**config.mk**
```make
export PLATFORM = sky130hd
export DESIGN_NAME = ipd_frame_extractor_unit
export DESIGN_NICKNAME = d
export VERILOG_FILES = /design/src/sv/ipd_pkg.sv /design/src/sv/ipd_frame_extractor_unit.sv /design/src/sv/ipd_in_stage.sv /design/src/sv/ipd_parse_core.sv /design/src/sv/ipd_out_stage.sv
export SDC_FILE = /design/constraint.sdc
export NUM_CORES = 1
export LEC_CHECK = 0
export BUFFER_PORTS_ARGS = -buffer_cell sky130_fd_sc_hd__buf_2
export CAP_MARGIN = 20
export CORE_MARGIN = 2
export CORE_UTILIZATION = 37
export CTS_BUF_LIST = sky130_fd_sc_hd__clkbuf_4 sky130_fd_sc_hd__clkbuf_8
export CTS_CLUSTER_SIZE = 16
export DETAILED_ROUTE_END_ITERATION = 16
export PLACE_DENSITY_LB_ADDON = 0.3
export SKIP_LAST_GASP = 1
export SLEW_MARGIN = 10
export SYNTH_ARGS = -nofsm -noshare
export SYNTH_HDL_FRONTEND = slang
export SYNTH_HIERARCHICAL = 1
export SYNTH_SLANG_ARGS = --single-unit
```
**constraint.sdc**
```tcl
create_clock -name clock -period 5.1 [get_ports clock]
set_input_delay 1.02 -clock clock [delete_from_list [all_inputs] [get_ports clock]]
set_output_delay 1.02 -clock clock [all_outputs]
set_load 0.005 [all_outputs]
```
**src/sv/ipd_pkg.sv**
```systemverilog
`timescale 1ns / 1ps

package ipd_pkg;

   // Sizing of the line tracker and of the length accumulator.
   localparam int LINE_CAPACITY = 64;
   localparam int LENGTH_BITS   = 16;
   localparam int LC_BITS       = $clog2(LINE_CAPACITY);

   localparam logic [LENGTH_BITS-1:0] LEN_MAX = '1;

   // Characters of interest on the link.
   localparam logic [7:0] CHAR_PLUS  = 8'h2B;
   localparam logic [7:0] CHAR_COMMA = 8'h2C;
   localparam logic [7:0] CHAR_COLON = 8'h3A;
   localparam logic [7:0] CHAR_ZERO  = 8'h30;
   localparam logic [7:0] CHAR_NINE  = 8'h39;
   localparam logic [7:0] CHAR_LF    = 8'h0A;
   localparam logic [7:0] CHAR_CR    = 8'h0D;

   // "OK" with the first character in the low byte.
   localparam logic [15:0] HEAD_OK = 16'h4B4F;

   // Length of the "+IPD," prefix.
   localparam logic [2:0] PREFIX_LEN = 3'd5;

   typedef enum logic [1:0] {
      MODE_IDLE = 2'd0,
      MODE_LEN  = 2'd1,
      MODE_DATA = 2'd2
   } mode_type;

   // One result item.
   typedef struct packed {
      logic        payload_valid;
      logic [7:0]  payload_byte;
      logic        payload_last;
      logic        link_ready;
      logic [15:0] frame_length;
   } result_type;

   // Character expected at a given position of "+IPD,".
   function automatic logic [7:0] prefix_char(input logic [2:0] pos);
      logic [7:0] c;
      case (pos)
         3'd0:    c = 8'h2B;
         3'd1:    c = 8'h49;
         3'd2:    c = 8'h50;
         3'd3:    c = 8'h44;
         3'd4:    c = 8'h2C;
         default: c = 8'h00;
      endcase
      return c;
   endfunction

endpackage

```
**src/sv/ipd_frame_extractor_unit.sv**
```systemverilog
`timescale 1ns / 1ps

// Channel   Direction  Handshake              Payload
// req       in         req_valid / req_ready  req_rx_byte[7:0]
// rsp       out        rsp_valid / rsp_ready  payload_valid, payload_byte[7:0],
//                                             payload_last, link_ready,
//                                             frame_length[15:0]
//
// Every item gives exactly one result item, which is registered in the input
// register and then in the result register before it appears on rsp; one item
// per cycle is sustained when the output is not stalled. The parser steps once
// per item in a single pass between the input register and the result register.
// Reset is synchronous and active high; it clears the parser and both stages.
// A stalled result holds in the output register while the input register
// still takes one further item.

module ipd_frame_extractor_unit (
   input  logic        clock,
   input  logic        reset,
   input  logic        req_valid,
   output logic        req_ready,
   input  logic [7:0]  req_rx_byte,
   output logic        rsp_valid,
   input  logic        rsp_ready,
   output logic        rsp_payload_valid,
   output logic [7:0]  rsp_payload_byte,
   output logic        rsp_payload_last,
   output logic        rsp_link_ready,
   output logic [15:0] rsp_frame_length
);
   import ipd_pkg::*;

   logic       byte_valid;
   logic [7:0] byte_data;
   logic       space;
   logic       step;
   result_type result;
   result_type rsp_data;

   // An item moves on when the result register has room for it.
   assign step = byte_valid && space;

   ipd_in_stage u_in (
      .clock       (clock),
      .reset       (reset),
      .req_valid   (req_valid),
      .req_ready   (req_ready),
      .req_rx_byte (req_rx_byte),
      .step        (step),
      .byte_valid  (byte_valid),
      .byte_data   (byte_data)
   );

   ipd_parse_core u_core (
      .clock   (clock),
      .reset   (reset),
      .step    (step),
      .rx_byte (byte_data),
      .result  (result)
   );

   ipd_out_stage u_out (
      .clock     (clock),
      .reset     (reset),
      .step      (step),
      .result    (result),
      .space     (space),
      .rsp_valid (rsp_valid),
      .rsp_ready (rsp_ready),
      .rsp_data  (rsp_data)
   );

   assign rsp_payload_valid = rsp_data.payload_valid;
   assign rsp_payload_byte  = rsp_data.payload_byte;
   assign rsp_payload_last  = rsp_data.payload_last;
   assign rsp_link_ready    = rsp_data.link_ready;
   assign rsp_frame_length  = rsp_data.frame_length;

endmodule

```
**src/sv/ipd_in_stage.sv**
```systemverilog
`timescale 1ns / 1ps

module ipd_in_stage (
   input  logic       clock,
   input  logic       reset,
   input  logic       req_valid,
   output logic       req_ready,
   input  logic [7:0] req_rx_byte,
   input  logic       step,
   output logic       byte_valid,
   output logic [7:0] byte_data
);
   import ipd_pkg::*;

   logic       valid_ff;
   logic       valid_in;
   logic [7:0] data_ff;

   // The register frees up whenever its item moves on in the same cycle.
   assign req_ready = !valid_ff || step;
   assign valid_in  = (req_valid && req_ready) || (valid_ff && !step);

   always_ff @(posedge clock) begin
      if (reset) begin
         valid_ff <= 1'b0;
      end else begin
         valid_ff <= valid_in;
      end
   end

   // The byte itself needs no reset.
   always_ff @(posedge clock) begin
      if (req_valid && req_ready) begin
         data_ff <= req_rx_byte;
      end
   end

   assign byte_valid = valid_ff;
   assign byte_data  = data_ff;

endmodule

```
**src/sv/ipd_parse_core.sv**
```systemverilog
`timescale 1ns / 1ps

module ipd_parse_core (
   input  logic               clock,
   input  logic               reset,
   input  logic               step,
   input  logic [7:0]         rx_byte,
   output ipd_pkg::result_type result
);
   import ipd_pkg::*;

   mode_type               mode_ff, mode_in;
   logic [2:0]             prog_ff, prog_in;
   logic                   past_id_ff, past_id_in;
   logic [LENGTH_BITS-1:0] len_ff, len_in;
   logic [LENGTH_BITS-1:0] fwd_ff, fwd_in;
   logic                   ready_ff, ready_in;
   logic [LC_BITS-1:0]     count_ff, count_in;
   logic [15:0]            head_ff, head_in;

   // Next state of the parser for the byte in the input register.
   always_comb begin
      logic [LENGTH_BITS+3:0] prod;
      logic [LENGTH_BITS-1:0] fwd_inc;
      logic [LENGTH_BITS-1:0] flen;
      logic [2:0]             prog_nx;
      logic                   valid;
      logic                   last;

      mode_in    = mode_ff;
      prog_in    = prog_ff;
      past_id_in = past_id_ff;
      len_in     = len_ff;
      fwd_in     = fwd_ff;
      ready_in   = ready_ff;
      count_in   = count_ff;
      head_in    = head_ff;
      valid      = 1'b0;
      last       = 1'b0;
      flen       = len_ff;
      fwd_inc    = fwd_ff + LENGTH_BITS'(1);
      prod       = ((LENGTH_BITS+4)'(len_ff) << 3) + ((LENGTH_BITS+4)'(len_ff) << 1)
                   + (LENGTH_BITS+4)'(4'(rx_byte - CHAR_ZERO));
      prog_nx    = prog_ff;

      case (mode_ff)
         MODE_LEN: begin
            if (!past_id_ff) begin
               if (rx_byte == CHAR_COMMA) begin
                  past_id_in = 1'b1;
               end
            end else if (rx_byte >= CHAR_ZERO && rx_byte <= CHAR_NINE) begin
               // Saturate rather than wrap on an absurd length.
               len_in = (prod > (LENGTH_BITS+4)'(LEN_MAX)) ? LEN_MAX
                                                           : prod[LENGTH_BITS-1:0];
            end else if (rx_byte == CHAR_COLON) begin
               fwd_in  = '0;
               mode_in = (len_ff != '0) ? MODE_DATA : MODE_IDLE;
            end
            flen = len_in;
         end
         MODE_DATA: begin
            // Forward the byte and close the frame on its final byte.
            if (fwd_ff < len_ff) begin
               valid  = 1'b1;
               fwd_in = fwd_inc;
            end
            if (fwd_in >= len_ff) begin
               last    = valid;
               mode_in = MODE_IDLE;
               len_in  = '0;
            end
            flen = len_ff;
         end
         default: begin
            mode_in = MODE_IDLE;

            // Line tracker: an "OK" line sets the sticky ready flag.
            if (rx_byte == CHAR_LF || rx_byte == CHAR_CR) begin
               if (count_ff >= LC_BITS'(2) && head_ff == HEAD_OK) begin
                  ready_in = 1'b1;
               end
               count_in = '0;
            end else if (count_ff < LC_BITS'(LINE_CAPACITY - 1)) begin
               if (count_ff == '0) begin
                  head_in[7:0] = rx_byte;
               end else if (count_ff == LC_BITS'(1)) begin
                  head_in[15:8] = rx_byte;
               end
               count_in = count_ff + LC_BITS'(1);
            end

            // Prefix matcher, restarting on a plus sign.
            if (prog_ff == 3'd0) begin
               if (rx_byte == CHAR_PLUS) begin
                  prog_nx = 3'd1;
               end
            end else if (prog_ff < PREFIX_LEN && rx_byte == prefix_char(prog_ff)) begin
               prog_nx = prog_ff + 3'd1;
            end else begin
               prog_nx = (rx_byte == CHAR_PLUS) ? 3'd1 : 3'd0;
            end
            prog_in = prog_nx;
            if (prog_nx == PREFIX_LEN) begin
               mode_in    = MODE_LEN;
               prog_in    = 3'd0;
               past_id_in = 1'b0;
               len_in     = '0;
            end
            flen = len_in;
         end
      endcase

      result.payload_valid = valid;
      result.payload_byte  = valid ? rx_byte : 8'h00;
      result.payload_last  = last;
      result.link_ready    = ready_in;
      result.frame_length  = 16'(flen);
   end

   // Parser state advances once for each item processed.
   always_ff @(posedge clock) begin
      if (reset) begin
         mode_ff    <= MODE_IDLE;
         prog_ff    <= 3'd0;
         past_id_ff <= 1'b0;
         len_ff     <= '0;
         fwd_ff     <= '0;
         ready_ff   <= 1'b0;
         count_ff   <= '0;
      end else if (step) begin
         mode_ff    <= mode_in;
         prog_ff    <= prog_in;
         past_id_ff <= past_id_in;
         len_ff     <= len_in;
         fwd_ff     <= fwd_in;
         ready_ff   <= ready_in;
         count_ff   <= count_in;
      end
   end

   // The line head is written before it is ever read, so it has no reset.
   always_ff @(posedge clock) begin
      if (step) begin
         head_ff <= head_in;
      end
   end

   // A frame in progress always has a length still to run.
   a_data_len : assert property (@(posedge clock) disable iff (reset)
      mode_ff == MODE_DATA |-> len_ff != '0)
      else $error("payload mode with zero announced length");

   // The link-ready flag never clears once set.
   a_ready_sticky : assert property (@(posedge clock) disable iff (reset)
      ready_ff |=> ready_ff)
      else $error("link-ready flag dropped");

   // The final byte of a frame hands the parser back to idle.
   a_last_idle : assert property (@(posedge clock) disable iff (reset)
      step && result.payload_last |=> mode_ff == MODE_IDLE)
      else $error("parser not idle after final payload byte");

   // Only a forwarded byte can be marked as final.
   a_last_valid : assert property (@(posedge clock) disable iff (reset)
      step && result.payload_last |-> result.payload_valid && mode_ff == MODE_DATA)
      else $error("final mark on a byte that is not payload");

endmodule

```
**src/sv/ipd_out_stage.sv**
```systemverilog
`timescale 1ns / 1ps

module ipd_out_stage (
   input  logic                clock,
   input  logic                reset,
   input  logic                step,
   input  ipd_pkg::result_type result,
   output logic                space,
   output logic                rsp_valid,
   input  logic                rsp_ready,
   output ipd_pkg::result_type rsp_data
);
   import ipd_pkg::*;

   logic       valid_ff;
   logic       valid_in;
   result_type data_ff;

   // Room for a new item when empty or when the held one is taken now.
   assign space    = !valid_ff || rsp_ready;
   assign valid_in = step || (valid_ff && !rsp_ready);

   always_ff @(posedge clock) begin
      if (reset) begin
         valid_ff <= 1'b0;
      end else begin
         valid_ff <= valid_in;
      end
   end

   always_ff @(posedge clock) begin
      if (step) begin
         data_ff <= result;
      end
   end

   assign rsp_valid = valid_ff;
   assign rsp_data  = data_ff;

endmodule
```
# Yosys cells after proc, flatten, opt, wreduce, memory -nomap -nowiden
# Cells that the tools add are included.
# word_totals
word_cells,126
input_bits,12
out_inout_bits,29
register_bits,98
# op_classes
add_sub_neg,6
bitwise,4
order_cmp,8
mux,40
n_eq_ne,19
n_reduce_logical,32
# ops
op,n
$mux 16,10
$pmux 16 s2,3
$pmux 7 s4,1
$eq 8x6->1 const B,3
$add 19x17->20,1
$add 20x4->20,1
$gt 20x16->1 const B,1
$add 16x1->16 const B,1
$eq 16x15->1 const B,1
$eq 8x4->1 const B,2
$ge 16x16->1,1
$lt 16x16->1,1
$mux 8,2
$reduce_bool 16->1,1
$mux 3,5
$reduce_and 5->1,3
$mux 6,2
$mux 1,10
$mux 2,5
$eq 8x8->1,1
$ge 8x6->1 const B,1
$le 8x6->1 const B,1
$logic_and 1x1->1,7
$add 6x1->6 const B,1
25 further kinds,44

# Longest topological paths before layout
# Gate-level depths: netlist of run 1.
# depth
ltp_word,12
ltp_mapped,20
ltp_nobuf,19

# Cells and area by module
# Netlist of run 1, hierarchy kept.
# by_module_without_submodules
mod,instances,area_each_um2,cells_each,seq_area_each_um2
ipd_parse_core,1,5481.5,662,1381.3
ipd_out_stage,1,857.1,31,830.8
ipd_in_stage,1,295.3,13,260.2
ipd_frame_extractor_unit,1,6.3,1,0.0

# Worst setup path after synthesis of run 1
# OpenSTA, ideal clock, no wires.
# synth_path
path_kind,reg-to-reg
from,register u_core.len_ff[13]
to,register u_core.len_ff[0]
stages_incl_launch_ff,21
setup_ps,114
t_arrival_ps,4307
n_path_buf,1
t_required_ps,4986
path_slack_ps,679
synth_period_minus_slack_ps,4421
cell_sequence,dfxtp_1 > inv_1 > ha_1 > a21o_1 > a21o_1 > a21oi_1 > o21ai_1 > nor3_1 > nand2_1 > nor2_1 > xor2_1 > ha_1 > a21o_1 > a21o_1 > a2111oi_0 > a21boi_0 > o311ai_1 > nand2_1 > clkbuf_1 > a22oi_1 > a21o_1
# synth_between
elab_chain_cells,7
elab_cells_between_ends,13
cone_classes,add/sub (2); order compare (3); eq/ne (1); mux (6); reduce/logical (1)
# synth_lines
item,line,text
start: declaration,ipd_parse_core.sv:15,"logic [LENGTH_BITS-1:0] len_ff, len_in;"
start signal: assignment,ipd_parse_core.sv:135,len_ff <= len_in;
$add 19x17->20,ipd_parse_core.sv:42,prod = ((LENGTH_BITS+4)'(len_ff) << 3) + ((LENGTH_BITS+4)'(len_ff) << 1)
$add 20x4->20,ipd_parse_core.sv:43,+ (LENGTH_BITS+4)'(4'(rx_byte - CHAR_ZERO));
$gt 20x16->1,ipd_parse_core.sv:54,len_in = (prod > (LENGTH_BITS+4)'(LEN_MAX)) ? LEN_MAX
$mux 16,ipd_parse_core.sv:54,
$mux 16,ipd_parse_core.sv:52,end else if (rx_byte >= CHAR_ZERO && rx_byte <= CHAR_NINE) begin
$mux 16,ipd_parse_core.sv:48,if (!past_id_ff) begin
$pmux 16 s2,ipd_parse_core.sv:46,case (mode_ff)
# Parallel ways exist; a longest one is shown, timed or not. The select of a mux whose other input is x is not followed.
# A chain may end at the register's enable or synchronous reset.

# Final worst setup path of run 1
# layout_path
from,register u_core.len_ff[13]
to,register u_core.len_ff[12]
# The elaborated chain is that of the path after synthesis.

==> results of run 1 <==
==> kinds of logic (layout without fill, tap and decap cells) <==
group           after synthesis  count (layout)  share of synthesized area (%)
fa+ha+maj                    76              76                           14.5
simple gates                225             225                           18.2
flops                        98              98                           37.2
buf+inv                      62             112                           3.79
mux                           7               7                           1.11
compound gates              207             207                           20.9
xor+xnor                     32              32                           4.22
==> sequential cells by signal, summed over array words and instances, names as in the netlist, 2 cells and up <==
register	count
u_core/head_ff	16
u_core/mode_ff	2
u_core/count_ff	6
u_core/len_ff	16
u_core/prog_ff	3
u_core/fwd_ff	16
u_out/rsp_data	27
u_in/byte_data	8
==> what timing repair did <==
action / in CTS / in global routing
hold endpoints to repair: 0 / 0
gates resized for setup: 0 / 2
setup endpoints to repair: 0 / 18
==> area by class of cell <==
| cell class | count | share of cell area, % |
|---|---|---|
| Clock buffer | 9 | 1.69 |
| Clock inverter | 7 | 1.00 |
| Inverter | 40 | 2.04 |
| Multi-Input combinational cell | 547 | 53.4 |
| Sequential cell | 98 | 33.6 |
| Tap cell | 225 | 3.83 |
| Timing Repair Buffer | 56 | 4.36 |
==> metal layers <==
metal  vias up  global-route usage, %
li1       2734                      -
met1      2665                   26.4
met2       149                   26.7
met3        31                   3.65
met4         0                   7.14
met5         -                      0
==> critical path, delay by kind of cell, from the launching register on <==
kind                       cells  cell delay, ns
buffers and inverters          4            0.62
xor gates and xnor gates       1            0.25
and+or+nand+nor                5            0.83
adders and majority gates      2            0.62
DFF                            1            0.49
AOI/OAI and AO/OA              9            1.74
==> metrics by stage <==
step	cell area, µm²	util, %
5_1_grt	7350	42.2
4_1_cts	7340	42.1
3_5_place_dp	7140	41.0
3_3_place_gp	7140	41.0
6_report	7350	42.2
2_1_floorplan	6640	-
==> cell usage in the layout, fill, tap and decap left out, types with 13 or more instances in the layout <==
master	count
a22oi_1	14
xor2_1	17
and2_1	13
buf_2	40
dfxtp_1	47
nor2_1	36
inv_1	40
xnor2_1	15
a21oi_1	58
buf_4	16
nor3_1	13
nor4_1	13
edfxtp_1	51
a21o_1	34
nand2_1	55
o21ai_0	25
nand3_1	21
ha_1	74
==> where the power goes <==
part	switching (mW)	internal, mW
combinational	0.0482	0.0288
sequential	0.0161	0.855
clock	0.320	0.195
==> synthesized netlist by cell type, drive strengths merged (11+ instances only) <==
cell     n
inv     40
a21oi   60
nor4    14
and2    15
ha      74
clkbuf  14
nand2   55
xor2    17
dfxtp   47
xnor2   15
nand3   21
o21ai   31
nand4   12
nor2    36
and3    11
edfxtp  51
a22oi   14
a21o    34
nor3    16
nand2b  14
==> how the worst max path moves through the flow <==
stage                              startpoint                             end  slack (ns)  cells past startpoint
2_1_floorplan  u_core/len_ff[13]$_SDFFE_PP0P_   u_core/len_ff[0]$_SDFFE_PP0P_        0.68                     20
3_5_place_dp   u_core/len_ff[13]$_SDFFE_PP0P_  u_core/len_ff[12]$_SDFFE_PP0P_        0.36                     20
5_1_grt        u_core/len_ff[13]$_SDFFE_PP0P_  u_core/len_ff[15]$_SDFFE_PP0P_        0.06                     20
4_1_cts        u_core/len_ff[13]$_SDFFE_PP0P_  u_core/len_ff[12]$_SDFFE_PP0P_        0.34                     20
6_report       u_core/len_ff[13]$_SDFFE_PP0P_  u_core/len_ff[12]$_SDFFE_PP0P_        0.45                     21
3_3_place_gp    u_core/len_ff[9]$_SDFFE_PP0P_  u_core/len_ff[12]$_SDFFE_PP0P_        0.42                     20
==> summary.md, run 1 <==
| Metric | Value |
|---|---|
| Setup WS pre-CTS | ~0.36 ns |
| Die H | 138 µm |
| WHS | roughly 0.49 ns |
| Worst r2r src | u_core/len_ff[13]$_SDFFE_PP0P_ |
| IO Pins | 41 |
| Ys async rst share | 0% |
| GRT Overall Usage | about 18% |
| CP max stage cell | dfxtp_1 |
| Core Area | about 0.017 mm² |
| FF-to-FF End | u_core/len_ff[12]$_SDFFE_PP0P_ |
| Seq/Total Area, Yosys | 37.2% |
| Synth Register Bits | 98 |
| Layout area overhead | 10.7% |
| Hold EP | u_core/prog_ff[2]$_SDFFE_PP0P_ |
| Clock sink count | 98 |
| Top cells by area, synth | edfxtp_1 (23%), dfxtp_1 (14%), ha_1 (14%) |
| Router iterations before antenna repair | 5 |
| Site Rows | 48 |
| CTS H-tree depth | 3 |
| Via count | 5579 |
| Yosys warns | 6 |
| Min-Delay Path Class | flip-flop to flip-flop |
| Status | finished clean |
| Slack of the critical path | 0.450 ns |
| Largest net degree at the start of global routing | 36 |
| Most frequent cell on the critical path | a21o_1 |
| RSZ-0062 raised after global routing | false |
| # placed instances | slightly below 1k |
| Vias in the first global route | slightly above 5k |
| Wire per inst | around 17 µm |
| Clock buffer depth | 2 |
| Worst Setup End Kind | flip-flop |
| TritonCTS clock tree | built |
| # hold bufs at CTS | 0 |
| Post-synth EDFFs | between 50 and 60 |
| CTS root buf | clkbuf_8 |
| Max stage delay on crit path | 0.49 ns |
| Library cells used by synthesis | 71 |
| Fill cells | approximately 1.7k |
| Total area of sequential cells | around 0.0025 mm² |
| Initial antenna violation count | 0 |
| Max Cap Viol | 0 |
| Final setup viols | 0 |
| Postcts setup bufs | 0 |
| Top layer in use | met4 |
| Metal3 WL | between 800 and 900 µm |
| ANT cells | 0 |
| R2r worst-path depth | 21 |
| Fmax | 215 MHz |
| Netlist Area Pre-Place | roughly 0.0066 mm² |
| Fin cells | roughly 980 |
| Synth area leader | edfxtp_1 |
| Iter 0 DRT Violations | about 570 |
| Area taken by multi-input logic gates | 0.00393 mm² |
| Max-slew headroom | around 30% |
| CP cell instances | inv_1 > ha_1 > a21o_1 > a21o_1 > a21oi_1 > o21ai_1 > buf_4 > inv_1 > nand3_1 > or2_2 > xnor2_1 > ha_1 > nand4_1 > nor2_1 > a2111oi_0 > a21boi_1 > o311ai_1 > nand2_1 > buf_4 > a21oi_1 > a21o_1 |
| Final GP Congestion | between 0.8 and 0.9 |
| Synth Flop Type | edfxtp_1 |
| Clock Latency Late Sink | 0.39 ns |
| DIE AREA | about 0.019 mm² |
| M1 WL | approximately 8300 µm |
| Endpoints failing hold | 0 |
| Starting Density | a little under two fifths |
| Die X | 138 µm |
| First-pass GRT wire length | around 27000 µm |
| DRC | 0 |
| Peak VDD IR | roughly 0.15 mV |
| Final Critical Period | 4.65 ns |
| P_leak | between 3 and 4 nW |
| Share of cells above drive strength 1 | a little over an eighth |
| Critical Path Fanout Max | 15 |
| Crit path required time | between 5 and 6 ns |
| Met2 Wirelength | between 7000 and 8000 µm |
| CTS Buf Count | 9 |
| Syn_area_per_cell | about 9.4 µm² |
| CTS clk-pin slew, worst paths | between 0.1 and 0.15 ns |
| Remaining antenna violation count | 0 |
| CP arrival | 4.94 ns |
| Via density | about 5.7 |
| Crit start category | flip-flop |
| Slew @ Worst Pin | 1.04 ns |
| Total power | about 1.5 mW |
| R2R Setup Slk | ~0.45 ns |
| Post-synth top area share | between 20% and 30% |
| Synthesized Nets | roughly 800 |
| # port buffers | 40 |
| WS Path Type | flip-flop to flip-flop |
| Gr ovfl total | 0 |
| WL final | roughly 17000 µm |
| Worst hold path startpoint | u_core/prog_ff[2]$_SDFFE_PP0P_ |
| NumNets Final | 840 |
| Hold path cells | 2 |
| Syn Inst Count | just over 700 |
| DP Wirelength | around 12000 µm |
| Fin crit share | around nine tenths |
| Max-slew violations | 0 |
| Clock skew | between 0.01 and 0.015 ns |
| PwrDens | approximately 200 mW/mm² |
| Final TNS setup | 0 ns |
(Power assumes the default switching activity.)
==> run 2, diff against run 1 <==
Settings changed: PLACE_DENSITY_LB_ADDON 0.3 to 0.12.
==> run 2 against run 1 <==
Critical endpoint is now u_core/len_ff[14]$_SDFFE_PP0P_. Clock skew grew 0.0017 ns. First-iteration DRC count shrank 43%. Sequential power is essentially flat. Clock power is essentially flat. Critical path depth shrank 2. Count of clock-buffer cells in the layout is the same. Cell count shrank 0.10%. Global-route usage grew 0.93 points. Register-to-register slack gained 0.06 ns. Worst setup slack gained 0.059 ns. Critical path type unchanged. Maximum frequency grew 1.3%.
==> summary.md, run 2 (synthesized netlist as in run 1, its figures left out) <==
| Metric | Value |
|---|---|
| PwrDens | approximately 200 mW/mm² |
| Worst Setup End Kind | flip-flop |
| Clock sink count | 98 |
| Layout area overhead | 10.7% |
| Share of cells above drive strength 1 | roughly an eighth |
| Core Area | roughly 0.017 mm² |
| Final TNS setup | 0 ns |
| Vias in the first global route | between 5k and 6k |
| Final GP Congestion | just over 0.8 |
| IO Pins | between 40 and 50 |
| Remaining antenna violation count | 0 |
| Initial antenna violation count | 0 |
| P_leak | approximately 3.2 nW |
| Starting Density | a little under two fifths |
| TritonCTS clock tree | built |
| Fmax | 218 MHz |
| Gr ovfl total | 0 |
| Crit path required time | 5.43 ns |
| Endpoints failing hold | 0 |
| R2R Setup Slk | 0.51 ns |
| Most common cell after layout, fill and taps aside | ha_1 |
| # placed instances | 964 |
| WL final | 17500 µm |
| Dpl cell area | approximately 0.0071 mm² |
| Worst r2r src | u_core/len_ff[9]$_SDFFE_PP0P_ |
| Clock Latency Late Sink | slightly below 0.4 ns |
| Min-Delay Path Class | flip-flop to flip-flop |
| Fin cells | between 900 and 1k |
| Largest net degree at the start of global routing | 36 |
| # hold bufs at CTS | 0 |
| Crit start category | flip-flop |
| DP Wirelength | between 10000 and 15000 µm |
| ANT cells | 0 |
| Clock skew | roughly 0.016 ns |
| Final Critical Period | 4.59 ns |
| # port buffers | 40 |
| Die H | roughly 140 µm |
| DRC | 0 |
| Wire per inst | around 18 µm |
| DIE AREA | around 0.019 mm² |
| R2r worst-path depth | 19 |
| Router iterations before antenna repair | 5 |
| Slew @ Worst Pin | roughly 0.91 ns |
| Number of flip-flops in the largest register | 27 |
| Site Rows | between 40 and 50 |
| Via density | between 5 and 6 |
| CTS root buf | clkbuf_8 |
| Max-slew headroom | about two fifths |
| Max Cap Viol | 0 |
| Die X | 138 µm |
| Max-slew violations | 0 |
| CTS Buf Count | 9 |
| Final setup viols | 0 |
| FF-to-FF End | u_core/len_ff[14]$_SDFFE_PP0P_ |
| Clock buffer depth | 2 |
| Critical Path Fanout Max | 15 |
| Iter 0 DRT Violations | approximately 320 |
| Crit path from | u_core/len_ff[9]$_SDFFE_PP0P_ |
| NumNets Final | between 800 and 900 |
| RSZ-0062 raised after global routing | true |
| Final non-filler cell area | approximately 0.0073 mm² |
| First-pass GRT wire length | ~28000 µm |
| GRT Overall Usage | 19.2% |
| Peak VDD IR | roughly 0.11 mV |
| CP arrival | approximately 4.9 ns |
| Highest-count cells in the layout ignoring fill and taps | ha_1 (74), a21oi_1 (58), nand2_1 (54) |
| CTS clk-pin slew, worst paths | between 0.1 and 0.15 ns |
| CP endpoint | u_core/len_ff[14]$_SDFFE_PP0P_ |
| WS Path Type | flip-flop to flip-flop |
| Fin crit share | 90.0% |
| CTS H-tree depth | 3 |
| Status | finished clean |
| Via count | between 5k and 6k |
## run 2: area by class of cell
class / instances / area (µm²)
clock buffers: 9 / 124
clock inverters: 7 / 76.3
fillers: 1755 / 10100
inverters: 40 / 150
multi-input cells: 547 / 3920
flip-flops and latches: 98 / 2470
well taps: 225 / 282
repair buffers: 55 / 325
## run 2: routing by layer
metal  track usage [%]  part of all wire [%]  wire [µm]  up-vias
met5                 0                     0          0        -
met4              6.97                   1.8        313        0
met3              2.63                   4.5        787       20
met2              29.8                    44       7780      146
met1              27.3                    49       8660     2680
li1                  -                     -          -     2739
## run 2: power by group
group          switching (mW)  leakage (nW)  internal [mW]
clock                   0.320         0.103          0.195
sequential             0.0175         0.847          0.855
combinational          0.0494          2.26         0.0296
## run 2: critical path, cell delays in order, from the launching register on
cell       delay, ns
dfxtp_1         0.51
inv_1           0.13
ha_1            0.33
a21o_1          0.18
a21o_1          0.16
a21oi_1         0.14
o21ai_1         0.09
nor3_1          0.39
nand2_1         0.13
nor2_1          0.16
xor2_1          0.17
ha_1            0.27
a21o_1          0.18
a21o_1          0.17
a2111oi_0       0.36
a21boi_0        0.29
o311ai_1        0.21
a31oi_1         0.25
buf_4           0.24
a22o_1          0.17
## run 2: worst min-delay path by stage
stage                                          end  slack, ns  cells past startpoint                           start
detailed placement  u_core/prog_ff[2]$_SDFFE_PP0P_       0.48                      2  u_core/prog_ff[2]$_SDFFE_PP0P_
finish                  u_out/rsp_valid$_SDFF_PP0_       0.49                      2      u_out/rsp_valid$_SDFF_PP0_
CTS                 u_core/prog_ff[2]$_SDFFE_PP0P_       0.50                      2  u_core/prog_ff[2]$_SDFFE_PP0P_
global placement        u_out/rsp_valid$_SDFF_PP0_       0.48                      2      u_out/rsp_valid$_SDFF_PP0_
floorplan              u_core/head_ff[0]$_DFFE_PP_       0.44                      0     u_in/byte_data[0]$_DFFE_PP_
global route            u_out/rsp_valid$_SDFF_PP0_       0.53                      2      u_out/rsp_valid$_SDFF_PP0_
## run 2: metrics by stage
step | utilization, % | power, mW | setup WS [ns] | hold WS (ns)
3_3_place_gp | 40.9 | 0.969 | 0.505 | 0.478
5_1_grt | 42.2 | 1.53 | -0.0321 | 0.529
4_1_cts | 42.1 | 1.49 | 0.335 | 0.497
2_1_floorplan | - | 0.930 | 0.679 | 0.443
3_5_place_dp | 40.9 | 0.970 | 0.348 | 0.480
6_report | 42.2 | 1.47 | 0.508 | 0.493
## run 2: timing repair
action                                  4_1_cts  5_1_grt
setup buffers                                 0        1
endpoints found under the setup margin        0       15
resized for setup                             0        1
hold endpoints to repair                      0        0
